==> src/rtl/hepe_pkg.sv <==
// ============================================================================
// hepe_pkg
// Shared widths, register map and defaults for the even-parity Hamming encoder.
// ============================================================================
package hepe_pkg;

    localparam int DATA_W    = 57;
    localparam int CODE_W    = 63;
    localparam int LEN_W     = 6;
    localparam int PCNT_W    = 3;
    localparam int PARITY_N  = 6;

    localparam int MAX_DATA_BITS_DEF = 57;

    // APB register map
    localparam int PADDR_W = 3;
    localparam int PDATA_W = 32;
    localparam logic [PADDR_W-3:0] REG_DATA_LENGTH = 1'd0;
    localparam logic [LEN_W-1:0]   DATA_LENGTH_RST = 6'd4;

endpackage

==> src/rtl/hepe_if.sv <==
// ============================================================================
// hepe_in_if / hepe_out_if
// Valid/ready channels carrying data words in and encoded codewords out.
// ============================================================================
interface hepe_in_if;
    logic                          valid;
    logic                          ready;
    logic [hepe_pkg::DATA_W-1:0]   data_bits;

    modport source (output valid, output data_bits, input ready);
    modport sink   (input valid, input data_bits, output ready);
endinterface

interface hepe_out_if;
    logic                          valid;
    logic                          ready;
    logic [hepe_pkg::CODE_W-1:0]   codeword;
    logic [hepe_pkg::LEN_W-1:0]    codeword_length;
    logic [hepe_pkg::PCNT_W-1:0]   parity_count;

    modport source (output valid, output codeword, output codeword_length,
                    output parity_count, input ready);
    modport sink   (input valid, input codeword, input codeword_length,
                    input parity_count, output ready);
endinterface

==> src/rtl/hepe_regs.sv <==
// ============================================================================
// hepe_regs
// APB register block holding the data_length setting.
// ============================================================================
module hepe_regs (
    input  logic                          clk,
    input  logic                          rst_n,
    input  logic                          psel,
    input  logic                          penable,
    input  logic                          pwrite,
    input  logic [hepe_pkg::PADDR_W-1:0]  paddr,
    input  logic [hepe_pkg::PDATA_W-1:0]  pwdata,
    output logic [hepe_pkg::PDATA_W-1:0]  prdata,
    output logic                          pready,
    output logic [hepe_pkg::LEN_W-1:0]    data_length
);
    import hepe_pkg::*;

    logic [LEN_W-1:0]   data_length_reg;
    logic [LEN_W-1:0]   data_length_next;
    logic [PADDR_W-3:0] reg_index;
    logic               wr_en;

    // word index; the low two bits are not decoded
    assign reg_index = paddr[PADDR_W-1:2];
    assign pready    = 1'b1;
    assign wr_en     = psel && penable && pwrite && (reg_index == REG_DATA_LENGTH);

    always_comb
    begin
        data_length_next = data_length_reg;
        if (wr_en)
        begin
            data_length_next = pwdata[LEN_W-1:0];
        end
    end

    always_ff @(posedge clk or negedge rst_n)
    begin
        if (!rst_n)
        begin
            data_length_reg <= DATA_LENGTH_RST;
        end
        else
        begin
            data_length_reg <= data_length_next;
        end
    end

    always_comb
    begin
        prdata = '0;
        if (reg_index == REG_DATA_LENGTH)
        begin
            prdata = {{(PDATA_W-LEN_W){1'b0}}, data_length_reg};
        end
    end

    assign data_length = data_length_reg;

endmodule

==> src/rtl/hamming_even_parity_encoder_core.sv <==
// ============================================================================
// hamming_even_parity_encoder_core
// Even-parity Hamming encoder: masks a data word to the configured length,
// spreads it over the non-power-of-two codeword positions and fills in the
// parity bits at positions 1, 2, 4, ... 32.
// ============================================================================
// Throughput: one beat per cycle; the three-stage pipeline (length/parity
// count, mask and scatter, parity trees) advances every stage whose successor
// is free, so a stalled output fills bubbles first and only then drops
// din.ready.
// Reset (rst_n low, async): all stage valid bits clear, data_length returns
// to 4. Payload registers are not reset.
// ============================================================================
module hamming_even_parity_encoder_core #(
    parameter int MAX_DATA_BITS = hepe_pkg::MAX_DATA_BITS_DEF
) (
    input  logic                          clk,
    input  logic                          rst_n,
    // configuration port
    input  logic                          psel,
    input  logic                          penable,
    input  logic                          pwrite,
    input  logic [hepe_pkg::PADDR_W-1:0]  paddr,
    input  logic [hepe_pkg::PDATA_W-1:0]  pwdata,
    output logic [hepe_pkg::PDATA_W-1:0]  prdata,
    output logic                          pready,
    // streams
    hepe_in_if.sink                       din,
    hepe_out_if.source                    dout
);
    import hepe_pkg::*;

    localparam logic [LEN_W-1:0] MAX_LEN = LEN_W'(MAX_DATA_BITS);

    // smallest r with 2^r >= len + r + 1; len is at most 57, so r <= 6
    function automatic logic [PCNT_W-1:0] parity_count_for(input logic [LEN_W-1:0] len);
        logic [PCNT_W-1:0] res;
        res = PCNT_W'(PARITY_N);
        for (int r = PARITY_N; r >= 1; r--)
        begin
            if ((1 << r) >= (int'(len) + r + 1))
            begin
                res = PCNT_W'(r);
            end
        end
        return res;
    endfunction

    // ------------------------------------------------------------------------
    // Configuration register
    // ------------------------------------------------------------------------
    logic [LEN_W-1:0] data_length;

    hepe_regs u_regs (
        .clk         (clk),
        .rst_n       (rst_n),
        .psel        (psel),
        .penable     (penable),
        .pwrite      (pwrite),
        .paddr       (paddr),
        .pwdata      (pwdata),
        .prdata      (prdata),
        .pready      (pready),
        .data_length (data_length)
    );

    // ------------------------------------------------------------------------
    // Pipeline handshake: a stage may load when it is empty or its content
    // moves on in the same cycle.
    // ------------------------------------------------------------------------
    logic s1_valid_reg, s2_valid_reg, s3_valid_reg;
    logic s1_ready, s2_ready, s3_ready;
    logic in_beat;

    assign s3_ready  = !s3_valid_reg || dout.ready;
    assign s2_ready  = !s2_valid_reg || s3_ready;
    assign s1_ready  = !s1_valid_reg || s2_ready;
    assign din.ready = s1_ready;
    assign in_beat   = din.valid && s1_ready;

    // ------------------------------------------------------------------------
    // Stage 1: clamp the length and derive r and n. The raw word and the
    // clamped length travel on to stage 2.
    // ------------------------------------------------------------------------
    logic [LEN_W-1:0]  len_eff;
    logic [PCNT_W-1:0] pcnt_s0;

    always_comb
    begin
        if (data_length == '0)
        begin
            len_eff = LEN_W'(1);
        end
        else if (data_length > MAX_LEN)
        begin
            len_eff = MAX_LEN;
        end
        else
        begin
            len_eff = data_length;
        end
        pcnt_s0 = parity_count_for(len_eff);
    end

    logic [DATA_W-1:0] s1_data_reg,  s1_data_next;
    logic [LEN_W-1:0]  s1_len_reg,   s1_len_next;
    logic [LEN_W-1:0]  s1_n_reg,     s1_n_next;
    logic [PCNT_W-1:0] s1_r_reg,     s1_r_next;

    assign s1_data_next = din.data_bits;
    assign s1_len_next  = len_eff;
    assign s1_n_next    = len_eff + LEN_W'(pcnt_s0);
    assign s1_r_next    = pcnt_s0;

    // ------------------------------------------------------------------------
    // Stage 2: drop data bits past the length, then spread the rest over the
    // non-power-of-two positions. Once masked, the data bits land exactly in
    // positions 1..n; parity slots stay zero here.
    // ------------------------------------------------------------------------
    logic [DATA_W-1:0] data_masked;
    logic [CODE_W-1:0] scatter_word;

    always_comb
    begin
        for (int i = 0; i < DATA_W; i++)
        begin
            data_masked[i] = s1_data_reg[i] && (i < int'(s1_len_reg));
        end
    end

    always_comb
    begin
        int nxt;
        nxt = 0;
        scatter_word = '0;
        for (int pos = 1; pos <= CODE_W; pos++)
        begin
            if ((pos & (pos - 1)) != 0)
            begin
                if (nxt < DATA_W)
                begin
                    scatter_word[pos-1] = data_masked[nxt];
                end
                nxt++;
            end
        end
    end

    logic [CODE_W-1:0] s2_word_reg, s2_word_next;
    logic [LEN_W-1:0]  s2_n_reg,    s2_n_next;
    logic [PCNT_W-1:0] s2_r_reg,    s2_r_next;

    assign s2_word_next = scatter_word;
    assign s2_n_next    = s1_n_reg;
    assign s2_r_next    = s1_r_reg;

    // ------------------------------------------------------------------------
    // Stage 3: six XOR trees. Parity k covers every position with bit k set;
    // other parity slots never have bit k set and are zero anyway. Positions
    // past n are zero, so parity bits beyond r come out zero as required.
    // ------------------------------------------------------------------------
    logic [CODE_W-1:0] coded_word;

    always_comb
    begin
        logic p;
        coded_word = s2_word_reg;
        for (int k = 0; k < PARITY_N; k++)
        begin
            p = 1'b0;
            for (int pos = 1; pos <= CODE_W; pos++)
            begin
                if (((pos >> k) & 1) != 0)
                begin
                    p = p ^ s2_word_reg[pos-1];
                end
            end
            coded_word[(1 << k) - 1] = p;
        end
    end

    logic [CODE_W-1:0] s3_word_reg, s3_word_next;
    logic [LEN_W-1:0]  s3_n_reg,    s3_n_next;
    logic [PCNT_W-1:0] s3_r_reg,    s3_r_next;

    assign s3_word_next = coded_word;
    assign s3_n_next    = s2_n_reg;
    assign s3_r_next    = s2_r_reg;

    // ------------------------------------------------------------------------
    // Registers
    // ------------------------------------------------------------------------
    logic s1_valid_next, s2_valid_next, s3_valid_next;

    assign s1_valid_next = s1_ready ? din.valid    : s1_valid_reg;
    assign s2_valid_next = s2_ready ? s1_valid_reg : s2_valid_reg;
    assign s3_valid_next = s3_ready ? s2_valid_reg : s3_valid_reg;

    always_ff @(posedge clk or negedge rst_n)
    begin
        if (!rst_n)
        begin
            s1_valid_reg <= 1'b0;
            s2_valid_reg <= 1'b0;
            s3_valid_reg <= 1'b0;
        end
        else
        begin
            s1_valid_reg <= s1_valid_next;
            s2_valid_reg <= s2_valid_next;
            s3_valid_reg <= s3_valid_next;
        end
    end

    always_ff @(posedge clk)
    begin
        if (in_beat)
        begin
            s1_data_reg <= s1_data_next;
            s1_len_reg  <= s1_len_next;
            s1_n_reg    <= s1_n_next;
            s1_r_reg    <= s1_r_next;
        end
        if (s1_valid_reg && s2_ready)
        begin
            s2_word_reg <= s2_word_next;
            s2_n_reg    <= s2_n_next;
            s2_r_reg    <= s2_r_next;
        end
        if (s2_valid_reg && s3_ready)
        begin
            s3_word_reg <= s3_word_next;
            s3_n_reg    <= s3_n_next;
            s3_r_reg    <= s3_r_next;
        end
    end

    assign dout.valid           = s3_valid_reg;
    assign dout.codeword        = s3_word_reg;
    assign dout.codeword_length = s3_n_reg;
    assign dout.parity_count    = s3_r_reg;

    // ------------------------------------------------------------------------
    // Assertions
    // ------------------------------------------------------------------------
    // a stage holding an item that cannot move keeps it
    a_s1_hold: assert property (@(posedge clk) disable iff (!rst_n)
        (s1_valid_reg && !s2_ready) |=> (s1_valid_reg && $stable(s1_data_reg)))
        else $error("stage 1 item lost under stall");

    a_s2_hold: assert property (@(posedge clk) disable iff (!rst_n)
        (s2_valid_reg && !s3_ready) |=> (s2_valid_reg && $stable(s2_word_reg)))
        else $error("stage 2 item lost under stall");

    // parity count stays in its legal range
    a_pcnt_range: assert property (@(posedge clk) disable iff (!rst_n)
        dout.valid |-> (dout.parity_count == 3'd2 || dout.parity_count == 3'd3 ||
                        dout.parity_count == 3'd4 || dout.parity_count == 3'd5 ||
                        dout.parity_count == 3'd6))
        else $error("parity count out of range");

    // nothing is set above the codeword length
    a_upper_zero: assert property (@(posedge clk) disable iff (!rst_n)
        dout.valid |-> ((dout.codeword >> dout.codeword_length) == '0))
        else $error("codeword bits set past its length");

endmodule

==> src/flat_wrapper.sv <==
// flat-port wrapper written by rule: the top's interface ports become plain ports
module hamming_even_parity_encoder_core_flat import hepe_pkg::*;
#(
    parameter int MAX_DATA_BITS = hepe_pkg::MAX_DATA_BITS_DEF
)
  (clk, rst_n, psel, penable, pwrite, paddr, pwdata, prdata, pready, din_valid, din_data_bits, din_ready, dout_valid, dout_codeword, dout_codeword_length, dout_parity_count, dout_ready);
  hepe_in_if din_i ();
  hepe_out_if dout_i ();
  input  logic clk;
  input  logic rst_n;
  input  logic psel;
  input  logic penable;
  input  logic pwrite;
  input  logic [hepe_pkg::PADDR_W-1:0] paddr;
  input  logic [hepe_pkg::PDATA_W-1:0] pwdata;
  output logic [hepe_pkg::PDATA_W-1:0] prdata;
  output logic pready;
  input wire logic [$bits(din_i.valid)-1:0] din_valid;
  input wire logic [$bits(din_i.data_bits)-1:0] din_data_bits;
  output wire logic [$bits(din_i.ready)-1:0] din_ready;
  output wire logic [$bits(dout_i.valid)-1:0] dout_valid;
  output wire logic [$bits(dout_i.codeword)-1:0] dout_codeword;
  output wire logic [$bits(dout_i.codeword_length)-1:0] dout_codeword_length;
  output wire logic [$bits(dout_i.parity_count)-1:0] dout_parity_count;
  input wire logic [$bits(dout_i.ready)-1:0] dout_ready;
  assign din_i.valid = din_valid;
  assign din_i.data_bits = din_data_bits;
  assign din_ready = din_i.ready;
  assign dout_valid = dout_i.valid;
  assign dout_codeword = dout_i.codeword;
  assign dout_codeword_length = dout_i.codeword_length;
  assign dout_parity_count = dout_i.parity_count;
  assign dout_i.ready = dout_ready;
  hamming_even_parity_encoder_core #(.MAX_DATA_BITS(MAX_DATA_BITS)) u_core (.clk(clk), .rst_n(rst_n), .psel(psel), .penable(penable), .pwrite(pwrite), .paddr(paddr), .pwdata(pwdata), .prdata(prdata), .pready(pready), .din(din_i), .dout(dout_i));
endmodule
==> config.mk <==
export PLATFORM = sky130hd
export DESIGN_NAME = hamming_even_parity_encoder_core_flat
export DESIGN_NICKNAME = d
export VERILOG_FILES = /design/src/rtl/hepe_pkg.sv /design/src/rtl/hepe_if.sv /design/src/rtl/hepe_regs.sv /design/src/rtl/hamming_even_parity_encoder_core.sv /design/src/flat_wrapper.sv
export SDC_FILE = /design/constraint.sdc
export NUM_CORES = 1
export LEC_CHECK = 0
export BUFFER_PORTS_ARGS = -buffer_cell sky130_fd_sc_hd__buf_2
export CAP_MARGIN = 20
export CORE_ASPECT_RATIO = 1.2
export CORE_UTILIZATION = 40
export DETAILED_ROUTE_END_ITERATION = 10
export REMOVE_ABC_BUFFERS = 1
export SLEW_MARGIN = 15
export SYNTH_ARGS = -nofsm -noshare
export SYNTH_HDL_FRONTEND = slang
export SYNTH_SLANG_ARGS = --single-unit
==> constraint.sdc <==
create_clock -name clk -period 4.1 [get_ports clk]
set_input_delay 0.82 -clock clk [delete_from_list [all_inputs] [get_ports clk]]
set_output_delay 0.82 -clock clk [all_outputs]
set_load 0.03 [all_outputs]
==> impl_metrics.tcl <==
set metrics [dict create \
    postSynthCellCount 676 \
    vias_per_cell 4.782 \
    hold_ws_ns 0.1493 \
    yosys.area_share.simple_pct 7.266 \
    path_common_cell "buf_4" \
    die_h_um 173.3 \
    timing.rr.end "u_core.s1_n_reg[4]" \
    maxCapViolCount 0 \
    seqPwrFrac_pct 41.1 \
    port_buffers 150 \
    place_congestion 0.8571 \
    clkSinkCount 219 \
    synth-edff-count 210 \
    track_usage_pct 17.20 \
    placed_cells 1158 \
    ys_seq_elements 219 \
    critPathCaptureType "flip-flop" \
    drtAntennaViolNets 0 \
    dr.pass1.iters 4 \
    fin_ws_ns 0.2002 \
    nFillCells 2146 \
    synth_adder_area_share_pct 2.252 \
    drtIter0Drc 319 \
    skew_ns 0.02153 \
    hold_class "primary input to asynchronous set/reset pin" \
    area_growth_syn_to_layout_pct 22.32 \
    path_clk_slew_ns 0.06 \
    vias 5782 \
    cts_tree "done" \
    ff2ff_setup_slack_ns 0.20 \
    dpl-instance-area_mm2 0.01104 \
    die-area_mm2 0.02508 \
    cp_max_fo 5 \
    largest_register_ffs 63 \
    worstPathCellList "nor4_4 -> a211oi_4 -> buf_4 -> buf_4 -> ha_1 -> buf_4 -> and3_1 -> o21ai_0 -> o211a_1 -> o21ai_0 -> o2111ai_1 -> a21oi_2 -> a311o_1 -> ha_2 -> fa_2 -> a21oi_1 -> nor2_1 -> xnor2_1" \
    synth_compound_gate_area_share_pct 7.970 \
    yosys.cell_types.count 68 \
    die_width_um 144.7 \
    synthFlopType "edfxtp_1" \
    comb_power_share_pct 31.7 \
    syn-cell-area_mm2 0.009781 \
    status "finished clean" \
    critPathKind "flip-flop to flip-flop" \
    tns_ns 0 \
    slowest_delay_ns 0.43 \
    route.detailed.drc 0 \
    finalNetCount 986 \
    critical_path.top_delay_family "compound AO/OA/AOI/OAI gates" \
    final_core_util_pct 49.91 \
    max_slew_margin_pct 35.39 \
    power_density_mw_per_mm2 636.7 \
    ir_worst_vdd_mv 0.2870 \
    overflow 0 \
    switching_share_pct 31.17 \
    core_mm2 0.02397 \
    clockBufferDepth 3 \
    wl_per_cell_um 17.68 \
    drive_gt1_share_pct 31.23 \
    slew_violations 0 \
    htree_levels 1 \
    switchingPower_mw 2.375 \
    cts_made_buffers 23 \
    finalHoldViolations 0 \
    max_freq_ghz 0.2564 \
    ys_async_sr_fraction_pct 4.110 \
    leakage_nw 4.639 \
    synth_mux_area_share_pct 1.011 \
    design_area_mm2 0.01196 \
    rr_startpoint "u_core.u_regs.data_length[4]" \
    fin_cells 1209 \
    crit_slowest_cell "dfrtp_1" \
    grt_antenna_before_repair 2 \
    period_share_pct 95.12 \
    start_util_pct 40.80 \
    startpoint_type "flip-flop" \
    cts-root-buf "clkbuf_16" \
    cp_num_buf_inv 3 \
    pin_count 206 \
    critPathRequiredTime_ns 4.34 \
    rows 62 \
    ys_seq_area_share_pct 66.79 \
    synth-xor-area-share_pct 10.90 \
    grt_pass1_vias 5762 \
    intPower_mw 5.243 \
    grt_pass1_wl_um 32080 \
    power_frac_clock_pct 27.2 \
    finalSetupViolations 0 \
    clock_latency_ns 0.51 \
    finalPower_mw 7.618 \
    drt-total-wl_um 21370 \
    syn_area_per_cell_um2 14.47 \
    place_ws_ns 0.009005 \
    r2r.worst_path.cells 18 \
    worstPathArrival_ns 4.14 \
    hpwl_um 15420 \
    worst_slew_pin_slew_ns 0.9691 \
    synth_top_family_by_area "XOR/XNOR gates" \
    ys_warn_count 0 \
    period_minus_slack_ns 3.900 \
    grt_max_degree 73 \
]
==> routing by layer <==
metal  vias up  track usage (%)  routed length, um
li1       2794                -                  -
met2       156            30.93              11170
met1      2802            20.81               8675
met4         0            5.132                473
met5         -                0                  0
met3        30            2.818               1053
==> cell usage after synthesis (all sizes together), types with 9 or more instances <==
cell type,number,area (um^2)
xnor2,100,875.8
xor2,19,166.4
clkbuf,23,86.33
nand2,25,93.84
o211a,9,90.09
nor2b,22,137.6
nand2b,10,62.56
inv,9,33.79
and3,11,68.82
nor3,9,50.05
edfxtp,210,6306
ha,16,200.2
a21oi,33,165.2
buf,35,245.2
nor2,31,116.4
==> kinds of logic (layout without fill, tap and decap cells) <==
| group | count (synthesis) | count (layout) |
|---|---|---|
| fa+ha+maj | 17 | 17 |
| xor+xnor | 120 | 120 |
| flops | 219 | 219 |
| buf+inv | 67 | 253 |
| other cells | 2 | 29 |
| mux | 9 | 9 |
| compound gates | 107 | 107 |
| simple gates | 135 | 135 |
==> power groups by stage <==
stage               combinational [mW]  clock (mW)  sequential (mW)
floorplan                         1.41           0             3.38
global placement                  2.31           0             3.17
detailed placement                2.33           0             3.18
CTS                               2.35        2.11             3.14
global route                      2.64        2.20             3.17
finish                            2.42        2.07             3.13
==> how the worst max path moves through the flow <==
stage                                 start                  to  cells after the start
2_1_floorplan  u_core.u_regs.data_length[3]  u_core.s1_n_reg[4]                     16
3_3_place_gp   u_core.u_regs.data_length[1]  u_core.s1_n_reg[5]                     18
3_5_place_dp   u_core.u_regs.data_length[1]  u_core.s1_n_reg[5]                     18
4_1_cts        u_core.u_regs.data_length[1]  u_core.s1_n_reg[4]                     17
5_1_grt        u_core.u_regs.data_length[4]  u_core.s1_n_reg[4]                     18
6_report       u_core.u_regs.data_length[4]  u_core.s1_n_reg[4]                     18
==> placed cells by master (no fill, tap or decap), types with 3 or more instances in the layout <==
master / synthesis / final
edfxtp_1: 210 / 210
buf_2: 4 / 150
xnor2_1: 100 / 100
buf_4: 27 / 51
a21oi_1: 33 / 30
nor2_1: 31 / 30
conb_1: 2 / 27
nand2_1: 25 / 25
clkbuf_16: 0 / 23
nor2b_1: 22 / 22
xor2_1: 19 / 19
and3_1: 11 / 11
ha_1: 16 / 11
nand2b_1: 10 / 10
o211a_1: 9 / 9
nor3_1: 8 / 8
o31a_1: 8 / 8
nand3_1: 7 / 7
inv_1: 7 / 7
a31oi_1: 6 / 6
a21boi_0: 7 / 6
o21a_1: 6 / 6
mux2_2: 6 / 6
clkinv_2: 0 / 6
dfrtp_1: 8 / 6
o21ai_0: 6 / 5
clkinv_1: 0 / 4
and2_4: 1 / 3
o22ai_1: 4 / 3
o21ai_1: 2 / 3
a21o_1: 3 / 3
and2_1: 7 / 3
a21oi_2: 0 / 3
ha_2: 0 / 3
bufinv_16: 0 / 3
clkbuf_1: 23 / 3
==> worst reg2reg max path, cell delays in order (launching register included) <==
cell,delay (ns)
dfrtp_1,0.43
nor4_4,0.37
a211oi_4,0.14
buf_4,0.16
buf_4,0.13
ha_1,0.20
buf_4,0.15
and3_1,0.15
o21ai_0,0.15
o211a_1,0.16
o21ai_0,0.09
o2111ai_1,0.14
a21oi_2,0.13
a311o_1,0.40
ha_2,0.20
fa_2,0.34
a21oi_1,0.13
nor2_1,0.06
xnor2_1,0.12
==> area by class of cell <==
class                      count  area (um^2)  area share [%]
timing repair buffer         202         1145           9.569
inverter                       9        33.78          0.2824
multi-input combinational    415         3089           25.82
antenna                        2        5.005         0.04183
sequential                   219         6535           54.62
clock inverter                16        168.9           1.412
clock buffer                  26        586.8           4.905
tap                          320        400.4           3.347
==> what timing repair did <==
| action | 4_1_cts | 5_1_grt |
|---|---|---|
| hold endpoints to repair | 0 | 0 |
| pin swaps | 0 | 10 |
| gates resized for setup | 2 | 24 |
| buffers inserted | 0 | 7 |
| setup endpoints to repair | 2 | 4 |
| hold buffers | 0 | 0 |
Note: power is estimated with default switching activity, not from simulation.
